[src/rtl/mbm_pkg.sv]
// Shared types and constants for the mode background model.
// Holds field widths, register indexes, FSM states and the control/status
// structs passed between controller and datapath. No dependencies.
package mbm_pkg;

  // Default sizing, handed to the top-level parameters
  localparam int MBM_POSITIONS  = 16384;
  localparam int MBM_MAX_LEVELS = 16;
  localparam int MBM_MAX_FRAMES = 32;

  // Word field widths
  localparam int SAMPLE_W = 8;
  localparam int POSIN_W  = 14;
  localparam int BG_W     = 8;
  localparam int MODE_W   = 4;

  // Histogram counts saturate at COUNT_MAX
  localparam int CNT_W     = 6;
  localparam int COUNT_MAX = 63;

  // Intensity full scale and its half, used for rounding
  localparam int BG_MAX  = 255;
  localparam int HALF_BG = BG_MAX / 2;

  // Configuration register widths and port sizing
  localparam int LC_W       = 5;
  localparam int HF_W       = 6;
  localparam int UI_W       = 8;
  localparam int FSU_MAX    = 255;
  localparam int CFG_DATA_W = 8;
  localparam int CFG_IDX_W  = 2;

  typedef enum logic [CFG_IDX_W-1:0] {
    CFG_LEVEL_COUNT     = 2'd0,
    CFG_HISTORY_FRAMES  = 2'd1,
    CFG_UPDATE_INTERVAL = 2'd2
  } cfg_reg_t;

  typedef enum logic [2:0] {
    ST_CLEAR,
    ST_IDLE,
    ST_READ,
    ST_MODIFY,
    ST_SCAN,
    ST_DSTART,
    ST_DWAIT,
    ST_DONE
  } mbm_state_t;

  // Controller to datapath commands
  typedef struct packed {
    logic clr_wr;     // write a zero row during the clearing pass
    logic take;       // capture the input word, frame bookkeeping
    logic rd;         // read row and background, quantize sample
    logic modify;     // update histogram and ring, write row back
    logic scan;       // compare one bin against the running max
    logic div_start;  // launch background rescale divide
    logic bg_wr;      // store divide result as background
    logic out_load;   // load the output word register
  } mbm_cmd_t;

  // Datapath to controller status
  typedef struct packed {
    logic clr_last;
    logic upd;
    logic scan_last;
    logic div_done;
  } mbm_sts_t;

endpackage

[src/rtl/mbm_ctrl.sv]
// Controller FSM: clearing pass, word sequencing and output register
// handshake. Drives mbm_cmd_t, reads mbm_sts_t. Depends on mbm_pkg.
module mbm_ctrl import mbm_pkg::*; (
  input  logic     clk,
  input  logic     rst_n,
  input  logic     in_valid,
  output logic     in_ready,
  output logic     out_valid,
  input  logic     out_ready,
  output mbm_cmd_t cmd,
  input  mbm_sts_t sts
);

  mbm_state_t state_r, state_nxt;
  logic       out_valid_r, out_valid_nxt;

  // state register
  always_ff @(posedge clk) begin
    if (!rst_n) begin
      state_r     <= ST_CLEAR;
      out_valid_r <= 1'b0;
    end else begin
      state_r     <= state_nxt;
      out_valid_r <= out_valid_nxt;
    end
  end

  // next state and commands
  always_comb begin
    state_nxt = state_r;
    cmd       = '0;
    in_ready  = 1'b0;
    unique case (state_r)
      ST_CLEAR: begin
        cmd.clr_wr = 1'b1;
        if (sts.clr_last) state_nxt = ST_IDLE;
      end
      ST_IDLE: begin
        in_ready = 1'b1;
        if (in_valid) begin
          cmd.take  = 1'b1;
          state_nxt = ST_READ;
        end
      end
      ST_READ: begin
        cmd.rd    = 1'b1;
        state_nxt = ST_MODIFY;
      end
      ST_MODIFY: begin
        cmd.modify = 1'b1;
        state_nxt  = ST_SCAN;
      end
      ST_SCAN: begin
        cmd.scan = 1'b1;
        if (sts.scan_last) state_nxt = sts.upd ? ST_DSTART : ST_DONE;
      end
      ST_DSTART: begin
        cmd.div_start = 1'b1;
        state_nxt     = ST_DWAIT;
      end
      ST_DWAIT: begin
        if (sts.div_done) begin
          cmd.bg_wr = 1'b1;
          state_nxt = ST_DONE;
        end
      end
      ST_DONE: begin
        if (!out_valid_r || out_ready) begin
          cmd.out_load = 1'b1;
          state_nxt    = ST_IDLE;
        end
      end
      default: state_nxt = ST_CLEAR;
    endcase
  end

  // output word valid: set on load, cleared when taken
  always_comb begin
    if (cmd.out_load) begin
      out_valid_nxt = 1'b1;
    end else if (out_ready) begin
      out_valid_nxt = 1'b0;
    end else begin
      out_valid_nxt = out_valid_r;
    end
  end

  assign out_valid = out_valid_r;

`ifndef SYNTHESIS
  a_accept_read: assert property (@(posedge clk) disable iff (!rst_n)
    (in_valid && in_ready) |=> state_r == ST_READ)
    else $error("accepted word not followed by a row read");

  a_div_wait: assert property (@(posedge clk) disable iff (!rst_n)
    sts.div_done |-> state_r == ST_DWAIT)
    else $error("divider finished outside the wait state");

  a_div_upd: assert property (@(posedge clk) disable iff (!rst_n)
    cmd.div_start |-> sts.upd)
    else $error("rescale launched on a skipped frame");

  a_out_src: assert property (@(posedge clk) disable iff (!rst_n)
    $rose(out_valid_r) |-> $past(state_r) == ST_DONE)
    else $error("output word raised outside the done state");
`endif

endmodule

[config.mk]
export PLATFORM = sky130hd
export DESIGN_NAME = mbm_ctrl
export DESIGN_NICKNAME = d
export VERILOG_FILES = /design/src/rtl/mbm_pkg.sv /design/src/rtl/mbm_ctrl.sv
export SDC_FILE = /design/constraint.sdc
export NUM_CORES = 1
export LEC_CHECK = 0
export BUFFER_PORTS_ARGS = -buffer_cell sky130_fd_sc_hd__buf_2
export CORE_AREA = 2 2 39 41
export CTS_BUF_LIST = sky130_fd_sc_hd__clkbuf_2 sky130_fd_sc_hd__clkbuf_4 sky130_fd_sc_hd__clkbuf_8
export CTS_CLUSTER_DIAMETER = 200
export DETAILED_ROUTE_END_ITERATION = 10
export DIE_AREA = 0 0 41 43
export PLACE_DENSITY_LB_ADDON = 0.15
export SYNTH_ARGS = -nofsm -noshare
export SYNTH_HDL_FRONTEND = slang
export SYNTH_SLANG_ARGS = --single-unit
[constraint.sdc]
create_clock -name clk -period 1.4 [get_ports clk]
set_input_delay 0.14 -clock clk [delete_from_list [all_inputs] [get_ports clk]]
set_output_delay 0.14 -clock clk [all_outputs]
set_load 0.1 [all_outputs]
# Word-level counts from Yosys, hierarchy flattened

Index checks and enable logic that the tools add are counted.

Equal/unequal tests: 12
Muxes and demuxes: 21
Reductions and logical operators: 5

Operator list:

| operator           | number |
|---|---|
| $pmux 3 s8         | 1 |
| $mux 3             | 5 |
| $mux 1             | 14 |
| $eq 3x3->1 const B | 4 |
| $ne 2x2->1 const B | 5 |
| $eq 3x2->1 const B | 2 |
| $reduce_and 5->1   | 1 |
| $eq 3x1->1 const B | 1 |
| $logic_not 3->1    | 1 |
| $mux 2             | 1 |
| $reduce_bool 2->1  | 1 |
| $logic_not 1->1    | 1 |
| $logic_or 1x1->1   | 1 |

Register bits after elaboration: 4
Input bits: 8
Output and inout bits: 10
Logic and storage cells: 40

# Longest topological paths before layout

Gate-level depths: netlist of the first run.

Depth in word-level cells: 5
Gate-level depth with buffers: 4

# Worst setup path after synthesis of the first run

No wires, ideal clock.

Path type: register to output
From: register state_r[0]
To: output cmd[6] (netlist bit)
Data arrival time: 2880 ps
Required time: 1260 ps
Path slack: -1620 ps
Stages on the path, launching flop included: 5
Path buffers: 1
Cell sequence: dfxtp_1 clkbuf_1 nand2b_1 nor2_1 and2_1

RTL lines:

| what                     | RTL line       | source |
|---|---|---|
| start: declaration       | mbm_ctrl.sv:14 | `mbm_state_t state_r, state_nxt;` |
| start signal: assignment | mbm_ctrl.sv:23 | `state_r <= state_nxt;` |
| end: declaration         | mbm_ctrl.sv:10 | `output mbm_cmd_t cmd,` |

==> results of run 1 <==
layer usage:
metal | vias to the layer above | GRT usage
met2 | 11 | 0.163
met1 | 156 | 0.157
met5 | - | 0
met3 | 2 | 0.0628
met4 | 0 | 0.0600
li1 | 188 | -
final cells by class:
class                   instances  area, µm²
flip-flops and latches          4       90.1
repair buffers                 23        269
well taps                      16       20.0
multi-input cells              29        234
clock buffers                   3       22.5
fillers                       133        741
inverters                       2       7.51
cell usage in the layout, fill, tap and decap left out, types with 2 or more instances in the layout:
cell	Yosys	final
buf_2	1	8
dfxtp_4	0	2
buf_12	0	9
o21ai_0	3	3
nor2_2	0	2
dfxtp_2	0	2
clkbuf_4	0	3
nor2_4	0	2
nand2b_1	3	2
buf_4	1	5
nor3_4	0	2
cell families (layout without fill, tap and decap cells):
family                 count (synthesis)  after routing  share of synthesized area
DFF                                    4              4                      0.281
AOI/OAI and AO/OA                      9              9                      0.202
and+or+nand+nor                       20             20                      0.421
buffers and inverters                  6             28                     0.0965
power by group through the flow:
stage	combinational, mW	clock, mW	sequential [mW]
CTS	0.357	0.154	0.155
detailed placement	0.355	0	0.155
global route	0.375	0.167	0.159
global placement	0.355	0	0.155
finish	0.360	0.150	0.156
floorplan	0.259	0	0.133
flip-flops by register name, indices dropped and copies added (netlist names):
name	count
state_r	3
out_valid	1
metrics by stage:
step | area, µm² | hold WS (ps) | TNS (ps) | total power, mW
after floorplan | 353 | 269 | -662 | 0.392
after global routing | 643 | 161 | -6.44 | 0.702
after global placement | 592 | 399 | 0 | 0.511
after detailed placement | 592 | 393 | 0 | 0.510
after CTS | 627 | 136 | 0 | 0.666
final | 643 | 138 | 0 | 0.665
critical path: stages (launching register included):
cell     delay (ps)
dfxtp_4         430
nand3_1         140
nor2b_2         200
buf_12          190
how the worst min path moves through the flow:
stage	endpoint	slack, ps
floorplan	state_r[1]	270
global placement	state_r[1]	400
detailed placement	state_r[1]	390
CTS	state_r[1]	140
global route	state_r[1]	160
finish	state_r[1]	140
timing repair:
action / 4_1_cts / 5_1_grt
pin swaps: 0 / 1
endpoints found under the setup margin: 4 / 4
gates resized for setup: 5 / 1
setup buffers: 0 / 2
==> results.json, run 1 <==
{
  "wl_met3_um": 55,
  "clock_tree.buffer_depth": 2,
  "layout-drive-gt1-share": 0.672,
  "min_period_ps": 1350,
  "ys_seq_area_frac": 0.281,
  "routabilityCongestion": 0.749,
  "slew_headroom": 0.680,
  "p_int_uw": 363,
  "top_layer": "met4",
  "hold_path_class": "primary input to flip-flop",
  "instances_no_fill": 77,
  "crit_path_max_fanout": 11,
  "cts_tree": "built",
  "leakagePower_nw": 0.265,
  "ys.flop_type": "dfxtp_1",
  "yosys-top-cells-count": "nor2_1, dfxtp_1, nand2b_1, nor3_1, o21ai_0",
  "cp.arrival_ps": 1210,
  "synth_nets": 47,
  "port_buffers": 17,
  "die_h_um": 43,
  "wl_per_cell_um": 11.0,
  "avgSynthCellArea_um2": 7.31,
  "utilization": 0.465,
  "grt_max_degree": 13,
  "dp.cells": 72,
  "worstSetupEndpoint": "cmd[0]",
  "fin_crit_sh": 0.965,
  "swShare": 0.454,
  "async_flop_share": 0,
  "route.met2.wl_um": 423,
  "clkTransAtPathRegs_ps": 40,
  "finalHoldViolCount": 0,
  "core_area_um2": 1380,
  "syn_inst": 39,
  "ios": 18,
  "cp-end-kind": "output port",
  "grt_pass1_vias": 347,
  "status": "finished, final reports clean",
  "num_vias": 357,
  "power_density_nw_per_um2": 1030,
  "cp-start-kind": "flip-flop",
  "postCtsHoldBufs": 0,
  "grt.overflow.total": 0,
  "drt-met1-wl_um": 361,
  "hold_start": "rst_n",
  "max_freq_mhz": 740,
  "syn-cell-area_um2": 285,
  "ant_nets": 0,
  "required_ps": 1260,
  "worst_pin_slew_ps": 483,
  "drc": 0,
  "dp_worst_setup_slack_ps": 114,
  "avgViaCountPerCell": 4.64,
  "cts_buffers": 3,
  "yosys_warnings": 0,
  "die_w_um": 41,
  "routed_wl_um": 849,
  "dpl.hpwl_um": 659,
  "setup_viol": 0,
  "ys_ff_latch": 4,
  "dr.pass1.iters": 2,
  "r2r_end": "state_r[0]",
  "die_area_um2": 1760,
  "synth.most_common_cell": "nor2_1",
  "antenna_found_initial": 0,
  "ir_worst_vdd_v": 0.000370,
  "skew_ps": 8.02,
  "clkPwrFrac": 0.225,
  "start_util": 0.206,
  "synth_edf_count": 0,
  "cts_root_buf": "clkbuf_4",
  "antenna_cells": 0,
  "grt_pass1_wl_um": 1440,
  "clock_latency_ps": 240,
  "r2r_slack_ps": 230,
  "cap_viol_max_count": 0,
  "ys_types": 24,
  "clkSinkCount": 4,
  "hold_depth": 3,
  "grt_usage": 0.122,
  "setup.worst_path.start": "state_r[0]",
  "worst_slack_ps": 49.1,
  "cts_max_level": 1,
  "r2r_cells": 3,
  "drt_iter0_drc": 2,
  "combPwrFrac": 0.541,
  "r2r-start": "state_r[2]",
  "crit_type": "flip-flop to output port",
  "row_count": 14,
  "power.share.sequential": 0.234,
  "nets": 71,
  "area_delta_synth_final_pct": 125,
  "yosysTopAreaCell": "dfxtp_1",
  "synth_area_leaders": "dfxtp_1, and4b_1, nand2b_1",
  "netlist.area_leader.share": 0.281,
  "switchingPower_uw": 302,
  "slew_viol_final": 0
}
Note: power is estimated with default switching activity, not from simulation.
==> inputs of run 2 (changes only) <==
CTS_CLUSTER_SIZE = 40   (was default)
clock period = 1.64 ns   (was 1.4 ns; I/O delays follow)
==> results.json, run 2 (synthesized netlist as in run 1, its figures left out) <==
{
  "status": "finished, final reports clean",
  "final_cell_mix": "buf_2, buf_12",
  "ir_worst_vdd_v": 0.000437,
  "finalHoldViolCount": 0,
  "clkSinkCount": 4,
  "fin_crit_sh": 0.944,
  "finalPower_uw": 520,
  "cts_root_buf": "clkbuf_4",
  "hold_path_class": "primary input to flip-flop",
  "worst_slack_ps": 92.0,
  "antenna_cells": 0,
  "die_w_um": 41,
  "row_count": 14,
  "final_common_cell": "buf_2",
  "n_fill_cell": 147,
  "cp-end-kind": "output port",
  "power_density_nw_per_um2": 931,
  "crit_type": "flip-flop to output port",
  "rsz0062_at_grt": "no",
  "largest_reg_flops": 3,
  "dp.cells": 70,
  "routabilityCongestion": 0.750,
  "max_freq_mhz": 646,
  "dr.pass1.iters": 2,
  "combPwrFrac": 0.508,
  "instances_no_fill": 73,
  "grt_pass1_wl_um": 1180,
  "wl_per_cell_um": 10.3,
  "utilization": 0.403,
  "avgViaCountPerCell": 4.45,
  "cts_buffers": 3,
  "grt_max_degree": 12,
  "clock_tree.buffer_depth": 2,
  "dpl.hpwl_um": 607,
  "cts_tree": "built",
  "cts_setup_buffers": 0,
  "drc": 0,
  "leakagePower_nw": 0.229,
  "core_area_um2": 1380,
  "routed_wl_um": 754,
  "dp_worst_setup_slack_ps": 234,
  "multiInputGateArea_um2": 205,
  "ant_nets": 0,
  "min_period_ps": 1550,
  "power.share.sequential": 0.240,
  "worst_pin_slew_ps": 484,
  "p_int_uw": 272,
  "antenna_found_initial": 0,
  "setup_viol": 0,
  "required_ps": 1480,
  "slew_headroom": 0.680,
  "die_h_um": 43,
  "tns_ps": 0,
  "cp-start-kind": "flip-flop",
  "num_vias": 325,
  "area_delta_synth_final_pct": 95.6,
  "skew_ps": 9.75,
  "grt_usage": 0.104,
  "crit_path_max_fanout": 7,
  "clkTransAtPathRegs_ps": 50,
  "start_util": 0.206,
  "nets": 67,
  "layout-drive-gt1-share": 0.579,
  "grt_pass1_vias": 282,
  "drt_iter0_drc": 1,
  "seq_area_um2": 82.6,
  "switchingPower_uw": 247,
  "ios": 18,
  "swShare": 0.476,
  "cp.arrival_ps": 1380,
  "clkPwrFrac": 0.252,
  "die_area_um2": 1760,
  "cap_viol_max_count": 0,
  "regMostFlops": "state_r",
  "slew_viol_final": 0,
  "clock_latency_ps": 250,
  "grt.overflow.total": 0,
  "cts_max_level": 1,
  "port_buffers": 17
}
==> run 2: cell count changes in the layout (fill, tap and decap cells not counted), moves of 2 or more <==
cell     delta
nor3_2      +2
dfxtp_1     +2
dfxtp_4     -2
buf_4       -3
nor3_4      -2
==> run 2: timing repair <==
item	CTS	global route
endpoints found under the hold margin	0	0
hold buffers	0	0
endpoints found under the setup margin	1	0
gates resized for setup	1	0
==> run 2: critical path: stages (launching register included) <==
cell	delay, ps
dfxtp_1	420
nand2b_1	280
nor2_4	60
and2_2	210
buf_12	160
==> run 2: layer usage <==
metal,GRT usage,up-vias,share of wire
li1,-,175,-
met1,0.135,140,0.45
met2,0.125,8,0.50
met3,0.0471,2,0.036
met4,0.0800,0,0.011
met5,0,-,0
==> run 2: per-stage QoR <==
stage	hold WS [ps]	instance area [µm²]
2_1_floorplan	293	314
5_1_grt	176	558
3_5_place_dp	423	534
6_report	167	558
4_1_cts	168	558
3_3_place_gp	427	534
==> run 2: final cells by class <==
cell class,instances,share of cell area
well taps,16,0.0359
clock buffers,3,0.0404
inverters,2,0.0135
multi-input cells,29,0.368
repair buffers,19,0.395
flip-flops and latches,4,0.148
==> run 2: path summary, 6_finish.rpt <==
check                                 from    endpoint  slack, ps  depth (start not counted)
worst min register to register   out_valid   out_valid        500                          2
worst max register to register  state_r[2]  state_r[0]        290                          3
worst min-delay path                 rst_n  state_r[1]        170                          3
worst max-delay path            state_r[1]      cmd[6]         90                          4
==> run 2: power by group through the flow <==
stage | registers (mW) | clock network, mW | logic [mW]
after global routing | 0.127 | 0.142 | 0.274
after CTS | 0.124 | 0.132 | 0.266
final | 0.125 | 0.131 | 0.264
after detailed placement | 0.125 | 0 | 0.265
after global placement | 0.125 | 0 | 0.265
after floorplan | 0.112 | 0 | 0.196
